<file path="config.mk">
export PLATFORM = sky130hd
export DESIGN_NAME = seven_segment_scan_display
export DESIGN_NICKNAME = d
export VERILOG_FILES = /design/src/rtl/core/sss_pkg.sv /design/src/rtl/core/sss_conv.sv /design/src/rtl/core/seven_segment_scan_display.sv
export SDC_FILE = /design/constraint.sdc
export NUM_CORES = 1
export LEC_CHECK = 0
export ABC_AREA = 1
export BUFFER_PORTS_ARGS = -buffer_cell sky130_fd_sc_hd__buf_2
export CORE_AREA = 5 5 124 126
export DETAILED_ROUTE_END_ITERATION = 8
export DIE_AREA = 0 0 129 131
export MAX_ROUTING_LAYER = met4
export PLACE_DENSITY = 0.76
export SLEW_MARGIN = 20
export SYNTH_ARGS = -nofsm -noshare
export SYNTH_HDL_FRONTEND = slang
export SYNTH_SLANG_ARGS = --single-unit
export TNS_END_PERCENT = 5
</file>
<file path="constraint.sdc">
create_clock -name clk -period 5.8 [get_ports clk]
set_input_delay 0.29 -clock clk [delete_from_list [all_inputs] [get_ports clk]]
set_output_delay 0.29 -clock clk [all_outputs]
set_load 0.005 [all_outputs]
</file>
<file path="src/rtl/core/sss_pkg.sv">
// Shared types, constants and the segment decoder for the seven-segment scan display.
// No dependencies; used by sss_conv and seven_segment_scan_display.
package sss_pkg;

  // Digit count default and limits
  localparam int DIGITS_DEF = 4;
  localparam int ADDR_W     = 3;   // enough for up to eight digits

  // Conversion sizes
  localparam int VALUE_W    = 32;
  localparam int DEC_DIGITS = 10;
  localparam int BCD_W      = 4 * DEC_DIGITS;
  localparam int STEP_W     = 5;   // counts the 32 dabble steps

  // Segment patterns (active low)
  localparam logic [7:0] SEG_BLANK = 8'hFF;
  localparam logic [7:0] SEG_RESET = 8'h40;

  // Request kinds on the input channel
  typedef enum logic [1:0] {
    OP_SCAN = 2'd0,
    OP_DEC  = 2'd1,
    OP_HEX  = 2'd2,
    OP_FILL = 2'd3
  } op_t;

  // Digit store write from the converter
  typedef struct packed {
    logic              en;
    logic [ADDR_W-1:0] addr;
    logic [7:0]        data;
  } wr_t;

  // Hex digit to active-low segment byte
  function automatic logic [7:0] seg_pat(input logic [3:0] d);
    logic [7:0] p;
    case (d)
      4'h0:    p = 8'hC0;
      4'h1:    p = 8'hF9;
      4'h2:    p = 8'hA4;
      4'h3:    p = 8'hB0;
      4'h4:    p = 8'h99;
      4'h5:    p = 8'h92;
      4'h6:    p = 8'h82;
      4'h7:    p = 8'hF8;
      4'h8:    p = 8'h80;
      4'h9:    p = 8'h90;
      4'hA:    p = 8'h88;
      4'hB:    p = 8'h83;
      4'hC:    p = 8'hC6;
      4'hD:    p = 8'hA1;
      4'hE:    p = 8'h86;
      default: p = 8'h8E;
    endcase
    return p;
  endfunction

endpackage

</file>
<file path="src/rtl/core/sss_conv.sv">
// Value-to-digit converter: shift-and-add-3 BCD unit plus a window placer.
// Places one digit per cycle, storing in-range ones. Depends on sss_pkg.
module sss_conv #(
  parameter int DIGITS = sss_pkg::DIGITS_DEF
) (
  input  logic                           clk,
  input  logic                           rst_n,
  input  logic                           start_i,
  input  logic                           hex_i,
  input  logic [sss_pkg::VALUE_W-1:0]    value_i,
  input  logic [1:0]                     start_pos_i,
  input  logic [3:0]                     len_i,
  output logic                           busy_o,
  output sss_pkg::wr_t                   wr_o
);

  typedef enum logic [1:0] {
    C_IDLE,
    C_DABBLE,
    C_PLACE
  } cstate_t;

  localparam logic [4:0] POS_LIM = 5'(DIGITS);
  localparam logic [sss_pkg::STEP_W-1:0] LAST_STEP = sss_pkg::STEP_W'(sss_pkg::VALUE_W - 1);

  cstate_t                       state_r, state_nxt;
  logic [sss_pkg::BCD_W-1:0]     bcd_r, bcd_nxt;
  logic [sss_pkg::VALUE_W-1:0]   bin_r, bin_nxt;
  logic [sss_pkg::STEP_W-1:0]    step_r, step_nxt;
  logic [3:0]                    idx_r, idx_nxt;
  logic [4:0]                    pos_r, pos_nxt;
  logic                          seen_r, seen_nxt;
  logic                          hex_r, hex_nxt;

  logic [sss_pkg::BCD_W-1:0]     bcd_adj;
  logic [3:0]                    dig;
  logic [7:0]                    pat;

  // Add 3 to every BCD nibble of 5 or more ahead of the shift
  always_comb begin
    for (int j = 0; j < sss_pkg::DEC_DIGITS; j++) begin
      bcd_adj[4*j +: 4] = (bcd_r[4*j +: 4] >= 4'd5) ? bcd_r[4*j +: 4] + 4'd3
                                                     : bcd_r[4*j +: 4];
    end
  end

  // Current digit; digits past the tenth read as zero
  assign dig = (idx_r < 4'd10) ? bcd_r[{idx_r, 2'b00} +: 4] : 4'd0;

  // Leading zeros blank in decimal, last position always shown
  always_comb begin
    if (dig != 4'd0) begin
      pat = sss_pkg::seg_pat(dig);
    end else if (seen_r || idx_r == 4'd0 || hex_r) begin
      pat = sss_pkg::seg_pat(4'd0);
    end else begin
      pat = sss_pkg::SEG_BLANK;
    end
  end

  assign busy_o       = (state_r != C_IDLE);
  assign wr_o.en      = (state_r == C_PLACE) && (pos_r < POS_LIM);
  assign wr_o.addr    = pos_r[sss_pkg::ADDR_W-1:0];
  assign wr_o.data    = pat;

  // Sequencer
  always_comb begin
    state_nxt = state_r;
    bcd_nxt   = bcd_r;
    bin_nxt   = bin_r;
    step_nxt  = step_r;
    idx_nxt   = idx_r;
    pos_nxt   = pos_r;
    seen_nxt  = seen_r;
    hex_nxt   = hex_r;
    unique case (state_r)
      C_IDLE: begin
        if (start_i) begin
          hex_nxt  = hex_i;
          idx_nxt  = len_i - 4'd1;
          pos_nxt  = {3'b000, start_pos_i};
          seen_nxt = 1'b0;
          step_nxt = '0;
          bin_nxt  = value_i;
          if (hex_i) begin
            bcd_nxt = {{(sss_pkg::BCD_W - sss_pkg::VALUE_W){1'b0}}, value_i};
          end else begin
            bcd_nxt = '0;
          end
          if (len_i == 4'd0) begin
            state_nxt = C_IDLE;
          end else if (hex_i) begin
            state_nxt = C_PLACE;
          end else begin
            state_nxt = C_DABBLE;
          end
        end
      end
      C_DABBLE: begin
        bcd_nxt  = {bcd_adj[sss_pkg::BCD_W-2:0], bin_r[sss_pkg::VALUE_W-1]};
        bin_nxt  = {bin_r[sss_pkg::VALUE_W-2:0], 1'b0};
        step_nxt = step_r + 1'b1;
        if (step_r == LAST_STEP) begin
          state_nxt = C_PLACE;
        end
      end
      C_PLACE: begin
        seen_nxt = seen_r | (dig != 4'd0);
        idx_nxt  = idx_r - 4'd1;
        pos_nxt  = pos_r + 5'd1;
        if (idx_r == 4'd0) begin
          state_nxt = C_IDLE;
        end
      end
      default: state_nxt = C_IDLE;
    endcase
  end

  always_ff @(posedge clk) begin
    if (!rst_n) begin
      state_r <= C_IDLE;
    end else begin
      state_r <= state_nxt;
    end
    bcd_r  <= bcd_nxt;
    bin_r  <= bin_nxt;
    step_r <= step_nxt;
    idx_r  <= idx_nxt;
    pos_r  <= pos_nxt;
    seen_r <= seen_nxt;
    hex_r  <= hex_nxt;
  end

endmodule

</file>
<file path="src/rtl/core/seven_segment_scan_display.sv">
// Scan tick: first bit valid the cycle after the request, 16 bits at one per cycle
//   while out_tready is high, ready again the cycle after the last bit is taken.
// Decimal write: 32 shift-and-add-3 steps in the converter, then one placement step
//   per window position, then a return to idle.
// Hex write: skips the dabble steps. Fill: all digits get raw_pattern.
// Reset (rst_n low, synchronous): every digit 0x40, scan position 0, no output.
module seven_segment_scan_display #(
  parameter int DIGITS = sss_pkg::DIGITS_DEF
) (
  input  logic        clk,
  input  logic        rst_n,
  input  logic        in_tvalid,
  output logic        in_tready,
  input  logic [47:0] in_tdata,   // value[31:0], start_pos[33:32], window_len[37:34],
                                  // raw_pattern[45:38], zero pad
  input  logic [1:0]  in_tuser,   // opcode[1:0]
  output logic        out_tvalid,
  input  logic        out_tready,
  output logic [7:0]  out_tdata,  // serial_bit[0], zero pad
  output logic        out_tlast   // latch_after
);

  typedef enum logic [1:0] {
    S_IDLE,
    S_CONV,
    S_SHIFT
  } state_t;

  localparam int PW = (DIGITS > 1) ? $clog2(DIGITS) : 1;
  localparam logic [PW-1:0] LAST_POS = PW'(DIGITS - 1);

  state_t         state_r, state_nxt;
  logic [7:0]     store_r [DIGITS];
  logic [7:0]     store_nxt [DIGITS];
  logic [PW-1:0]  scan_pos_r, scan_pos_nxt;
  logic [15:0]    word_r, word_nxt;
  logic [3:0]     cnt_r, cnt_nxt;
  logic           out_valid_r, out_valid_nxt;

  logic           in_acc;
  logic           out_acc;
  sss_pkg::op_t   in_op;
  logic [7:0]     col;
  logic           conv_start;
  logic           conv_busy;
  sss_pkg::wr_t   conv_wr;

  assign in_acc     = in_tvalid && in_tready;
  assign out_acc    = out_tvalid && out_tready;
  assign in_op      = sss_pkg::op_t'(in_tuser);
  assign in_tready  = (state_r == S_IDLE);
  assign out_tvalid = out_valid_r;
  assign out_tdata  = {7'b0000000, word_r[15]};
  assign out_tlast  = (cnt_r == 4'd15);
  assign col        = 8'd1 << scan_pos_r;
  assign conv_start = in_acc && (in_op == sss_pkg::OP_DEC || in_op == sss_pkg::OP_HEX);

  // Digit conversion and window placement
  sss_conv #(
    .DIGITS (DIGITS)
  ) u_conv (
    .clk         (clk),
    .rst_n       (rst_n),
    .start_i     (conv_start),
    .hex_i       (in_op == sss_pkg::OP_HEX),
    .value_i     (in_tdata[31:0]),
    .start_pos_i (in_tdata[33:32]),
    .len_i       (in_tdata[37:34]),
    .busy_o      (conv_busy),
    .wr_o        (conv_wr)
  );

  // Request decode, store updates and the serial shifter
  always_comb begin
    state_nxt     = state_r;
    store_nxt     = store_r;
    scan_pos_nxt  = scan_pos_r;
    word_nxt      = word_r;
    cnt_nxt       = cnt_r;
    out_valid_nxt = out_valid_r;
    unique case (state_r)
      S_IDLE: begin
        if (in_acc) begin
          unique case (in_op) inside
            sss_pkg::OP_SCAN: begin
              word_nxt      = {store_r[scan_pos_r], col};
              cnt_nxt       = 4'd0;
              out_valid_nxt = 1'b1;
              state_nxt     = S_SHIFT;
            end
            sss_pkg::OP_DEC, sss_pkg::OP_HEX: begin
              state_nxt = S_CONV;
            end
            default: begin
              for (int i = 0; i < DIGITS; i++) begin
                store_nxt[i] = in_tdata[45:38];
              end
            end
          endcase
        end
      end
      S_CONV: begin
        if (conv_wr.en) begin
          store_nxt[conv_wr.addr[PW-1:0]] = conv_wr.data;
        end
        if (!conv_busy) begin
          state_nxt = S_IDLE;
        end
      end
      S_SHIFT: begin
        if (out_acc) begin
          if (cnt_r == 4'd15) begin
            out_valid_nxt = 1'b0;
            state_nxt     = S_IDLE;
            scan_pos_nxt  = (scan_pos_r == LAST_POS) ? '0 : scan_pos_r + 1'b1;
          end else begin
            word_nxt = {word_r[14:0], 1'b0};
            cnt_nxt  = cnt_r + 4'd1;
          end
        end
      end
      default: state_nxt = S_IDLE;
    endcase
  end

  always_ff @(posedge clk) begin
    if (!rst_n) begin
      state_r     <= S_IDLE;
      scan_pos_r  <= '0;
      out_valid_r <= 1'b0;
      cnt_r       <= 4'd0;
      for (int i = 0; i < DIGITS; i++) begin
        store_r[i] <= sss_pkg::SEG_RESET;
      end
    end else begin
      state_r     <= state_nxt;
      scan_pos_r  <= scan_pos_nxt;
      out_valid_r <= out_valid_nxt;
      cnt_r       <= cnt_nxt;
      store_r     <= store_nxt;
    end
    word_r <= word_nxt;
  end

  // Checks
  a_no_overlap: assert property (@(posedge clk) disable iff (!rst_n)
    out_tvalid |-> !in_tready)
    else $error("input ready while a scan is shifting out");

  a_wr_in_conv: assert property (@(posedge clk) disable iff (!rst_n)
    (conv_wr.en || conv_busy) |-> (state_r == S_CONV))
    else $error("converter active outside conversion state");

  a_latch_ends: assert property (@(posedge clk) disable iff (!rst_n)
    (out_acc && out_tlast) |=> (!out_tvalid && in_tready))
    else $error("shifter did not stop after the latch bit");

  a_pos_range: assert property (@(posedge clk) disable iff (!rst_n)
    (scan_pos_r <= LAST_POS))
    else $error("scan position out of range");

endmodule

</file>
==> flow_metrics.env <==
export IMPL_status="finished clean"
export IMPL_setup_tns_ns=0
export IMPL_grt_use_met1_pct=30.4
export IMPL_pwr_share_clk_pct=30.6
export IMPL_power_leakage_nw=4.08
export IMPL_critPathSlowestCell="edfxtp_1"
export IMPL_grt_pass1_wl_mm=30.5
export IMPL_cp_arrival_ns=3.20
export IMPL_grt_max_degree=63
export IMPL_regToRegStartpoint="u_conv.idx_r[0]$_DFFE_PP_"
export IMPL_critPathMaxStageDelay_ns=0.91
export IMPL_finalSetupViolCount=0
export IMPL_tightest_slew_ns=0.945
export IMPL_final_cell_mix="207 x nand2_1, 126 x inv_1, 122 x nor2_1"
export IMPL_wl_per_cell_um=14.6
export IMPL_min_path_cells=3
export IMPL_grt_pass1_vias=6457
export IMPL_vdd_drop_max_v=0.000223
export IMPL_placement_io_buffers=55
export IMPL_cell_internal_power_mw=2.22
export IMPL_netlist_cell_type_count=46
export IMPL_layout_drive_gt1_share_pct=12.1
export IMPL_hold_class="input port to register"
export IMPL_global_route_usage_total_pct=23.2
export IMPL_critPathBufInv=2
export IMPL_antenna_found_initial=0
export IMPL_timing_hold_violations_final=0
export IMPL_yosysWarningCount=0
export IMPL_timing_critical_path_required_ns=6.15
export IMPL_crit_chain="inv_4, nand2_1, nand3_1, nand3_1, nand3_1, nand2_2, inv_1, ha_1, nand3_2, nor2_4, nand2_4, nand3_1, a21oi_1"
export IMPL_synth_seq_cells=147
export IMPL_postRouteAntennaNets=0
export IMPL_power_share_switching_pct=34.0
export IMPL_drc=0
export IMPL_setup_repair_after_global_routing_missed_its_margin="no"
export IMPL_design_portCount=65
export IMPL_cts_tree="done"
export IMPL_timing_clock_skew_ns=0.00649
export IMPL_syn_inst=1036
export IMPL_post_route_cell_area_um2=9390
export IMPL_netSwitchingPower_mw=1.14
export IMPL_timing_reg2reg_worst_path_depth=13
export IMPL_fp_dieArea_um2=16900
export IMPL_crit_path_start_kind="register"
export IMPL_dieWidth_um=129
export IMPL_final_hold_worst_slack_ns=0.147
export IMPL_gp_congestion=0.888
export IMPL_maxCapViolCount=0
export IMPL_fp_coreArea_um2=14200
export IMPL_clkSlewWorstSetupHoldPaths_ns=0.06
export IMPL_dpl_cell_area_um2=8820
export IMPL_via_count=6993
export IMPL_critical_path_top_delay_family="simple AND/OR/NAND/NOR gates"
export IMPL_die_h_um=131
export IMPL_area_growth_synth_to_final_pct=10.8
export IMPL_syn_mean_instance_area_um2=8.18
export IMPL_htreeDepth=4
export IMPL_worst_setup_path_type="register to register"
export IMPL_regToRegSetupSlack_ns=2.95
export IMPL_relSlewSlack_pct=37.0
export IMPL_endpoint_kind_of_the_worst_setup_timing_path="register"
export IMPL_power_density_nw_per_um2=358
export IMPL_grt_util_met2_pct=36.5
export IMPL_timing_critical_path_fanout_max=27
export IMPL_initial_utilization_pct=59.7
export IMPL_reg_to_reg_critical_path_endpoint="store_r[12]$_SDFFE_PN0P_"
export IMPL_ctsRootBufferMaster="clkbuf_16"
export IMPL_drt_iter0_drc=630
export IMPL_hold_start="in_tdata[15]"
export IMPL_globalRouteMet3Util_pct=3.86
export IMPL_global_route_overflow_total=0
export IMPL_fillerInstances=1216
export IMPL_maxClockFrequency_mhz=351
export IMPL_whs_endpoint="u_conv.bin_r[15]$_DFFE_PP_"
export IMPL_placement_rows=44
export IMPL_crit_top_cell="nand3_1"
export IMPL_timing_final_crit_share_pct=49.1
export IMPL_power_frac_seq_pct=43.6
export IMPL_detailed_place_hpwl_mm=12.5
export IMPL_cts_hold_buffers=0
export IMPL_clock_sink_count=147
export IMPL_share_comb_of_total_power_pct=25.9
export IMPL_tritoncts_num_buffers=17
export IMPL_busiest_layer="met2"
export IMPL_drt_pass1_iterations=5
export IMPL_viasPerCell=5.47
export IMPL_post_layout_total_power_mw=3.36
export IMPL_synth_seq_area_share_pct=47.0
export IMPL_layout_commonest_cell="nand2_1"
export IMPL_number_of_nets_in_the_layout=1177
export IMPL_clkLatencyLatePin_ns=0.43
export IMPL_report_final_slew_viol_count=0
export IMPL_wl_mm=18.6
export IMPL_syn_area_um2=8480
export IMPL_post_cts_setup_buffers=0
export IMPL_cts_max_path_buffers=2
export IMPL_antenna_cells=0
export IMPL_cts_repair_resized=0
export IMPL_final_min_clock_period_ns=2.85
==> power by group through the flow <==
stage / clock network, mW / logic [mW] / registers (mW)
2_1_floorplan: 0 / 0.676 / 1.46
3_3_place_gp: 0 / 0.836 / 1.48
3_5_place_dp: 0 / 0.852 / 1.48
4_1_cts: 1.04 / 0.859 / 1.46
5_1_grt: 1.09 / 0.994 / 1.48
6_report: 1.03 / 0.870 / 1.46
==> kinds of logic after synthesis <==
group,share of synthesized area [%]
AND/OR/NAND/NOR,22.9
buffers and inverters,8.76
adder cells (fa/ha/maj),6.20
XOR/XNOR,0.826
other,0.0442
AO/OA/AOI/OAI,14.3
flip-flops,47.0
==> through the flow <==
| stage | instances | util (%) | setup slack, ns |
|---|---|---|---|
| final | 1278 | 66.1 | 2.95 |
| after global routing | 1278 | 66.1 | 2.66 |
| after CTS | 1277 | 65.9 | 2.85 |
| after detailed placement | 1245 | 62.1 | 2.84 |
| after global placement | 1245 | 62.1 | 2.85 |
| after floorplan | 1042 | - | 1.08 |
==> registers in the layout (all words and copies together), names as in the netlist, 2 cells and up <==
register and cells:
u_conv.idx_r 4, u_conv.step_r 5, u_conv.bin_r 32, cnt_r 4, u_conv.state_r 2, u_conv.bcd_r 40, store_r 32, u_conv.pos_r 5
state_r 2, scan_pos_r 2, word_r 16
==> worst max path at each step <==
stage	to	start	slack (ns)	cells after the start
after floorplan	u_conv.bcd_r[0]$_DFFE_PP_	state_r[0]$_SDFFE_PN0P_	1.08	5
after CTS	u_conv.bcd_r[23]$_DFFE_PP_	state_r[0]$_SDFFE_PN0P_	2.85	6
final	store_r[12]$_SDFFE_PN0P_	u_conv.idx_r[0]$_DFFE_PP_	2.95	13
after detailed placement	u_conv.bcd_r[21]$_DFFE_PP_	in_tuser[1]	2.84	8
after global routing	store_r[13]$_SDFFE_PN0P_	u_conv.idx_r[0]$_DFFE_PP_	2.66	13
after global placement	u_conv.bcd_r[24]$_DFFE_PP_	in_tuser[0]	2.85	8
==> worst reg2reg max path: cells and delay by family (launching register included) <==
kind | cells | cell delay (ns)
simple gates | 9 | 1.10
flops | 1 | 0.91
buf+inv | 2 | 0.33
fa+ha+maj | 1 | 0.24
compound gates | 1 | 0.19
==> synth_stat cells, drive strengths merged <==
cell | count | area (um^2)
a2111oi | 1 | 8.76
a211oi | 3 | 22.5
a21boi | 2 | 15.0
a21oi | 63 | 353
a22o | 1 | 8.76
a31oi | 11 | 83.8
buf | 18 | 149
clkbuf | 22 | 82.6
clkinv | 1 | 3.75
conb | 1 | 3.75
dfxtp | 43 | 861
edfxtp | 104 | 3120
ha | 42 | 526
inv | 134 | 508
nand2 | 221 | 880
nand3 | 78 | 430
nand3b | 1 | 7.51
nand4 | 10 | 62.6
nor2 | 126 | 483
nor3 | 8 | 45.0
nor3b | 1 | 7.51
nor4 | 1 | 21.3
o2111ai | 2 | 17.5
o211ai | 1 | 7.51
o21ai | 117 | 586
o22ai | 9 | 56.3
o31ai | 1 | 7.51
o32ai | 5 | 43.8
or2 | 1 | 6.26
xnor2 | 1 | 8.76
xor2 | 7 | 61.3
==> per-layer routing <==
layer / vias to the layer above / part of all wire, % / routed length, um
met5: - / 0 / 0
li1: 3535 / - / -
met2: 206 / 47 / 8820
met3: 35 / 5.1 / 943
met4: 0 / 2.2 / 408
met1: 3217 / 45 / 8430
==> layout make-up <==
cell class                      instances  area [um^2]  share of cell area (%)
Clock inverter                         14          114                    1.21
Sequential cell                       147         3980                    42.4
Inverter                              135          512                    5.45
Tap cell                              184          230                    2.45
Clock buffer                           18          429                    4.57
Timing Repair Buffer                   60          333                    3.54
Multi-Input combinational cell        720         3790                    40.4
No activity file was read; power rests on OpenSTA's default activity.
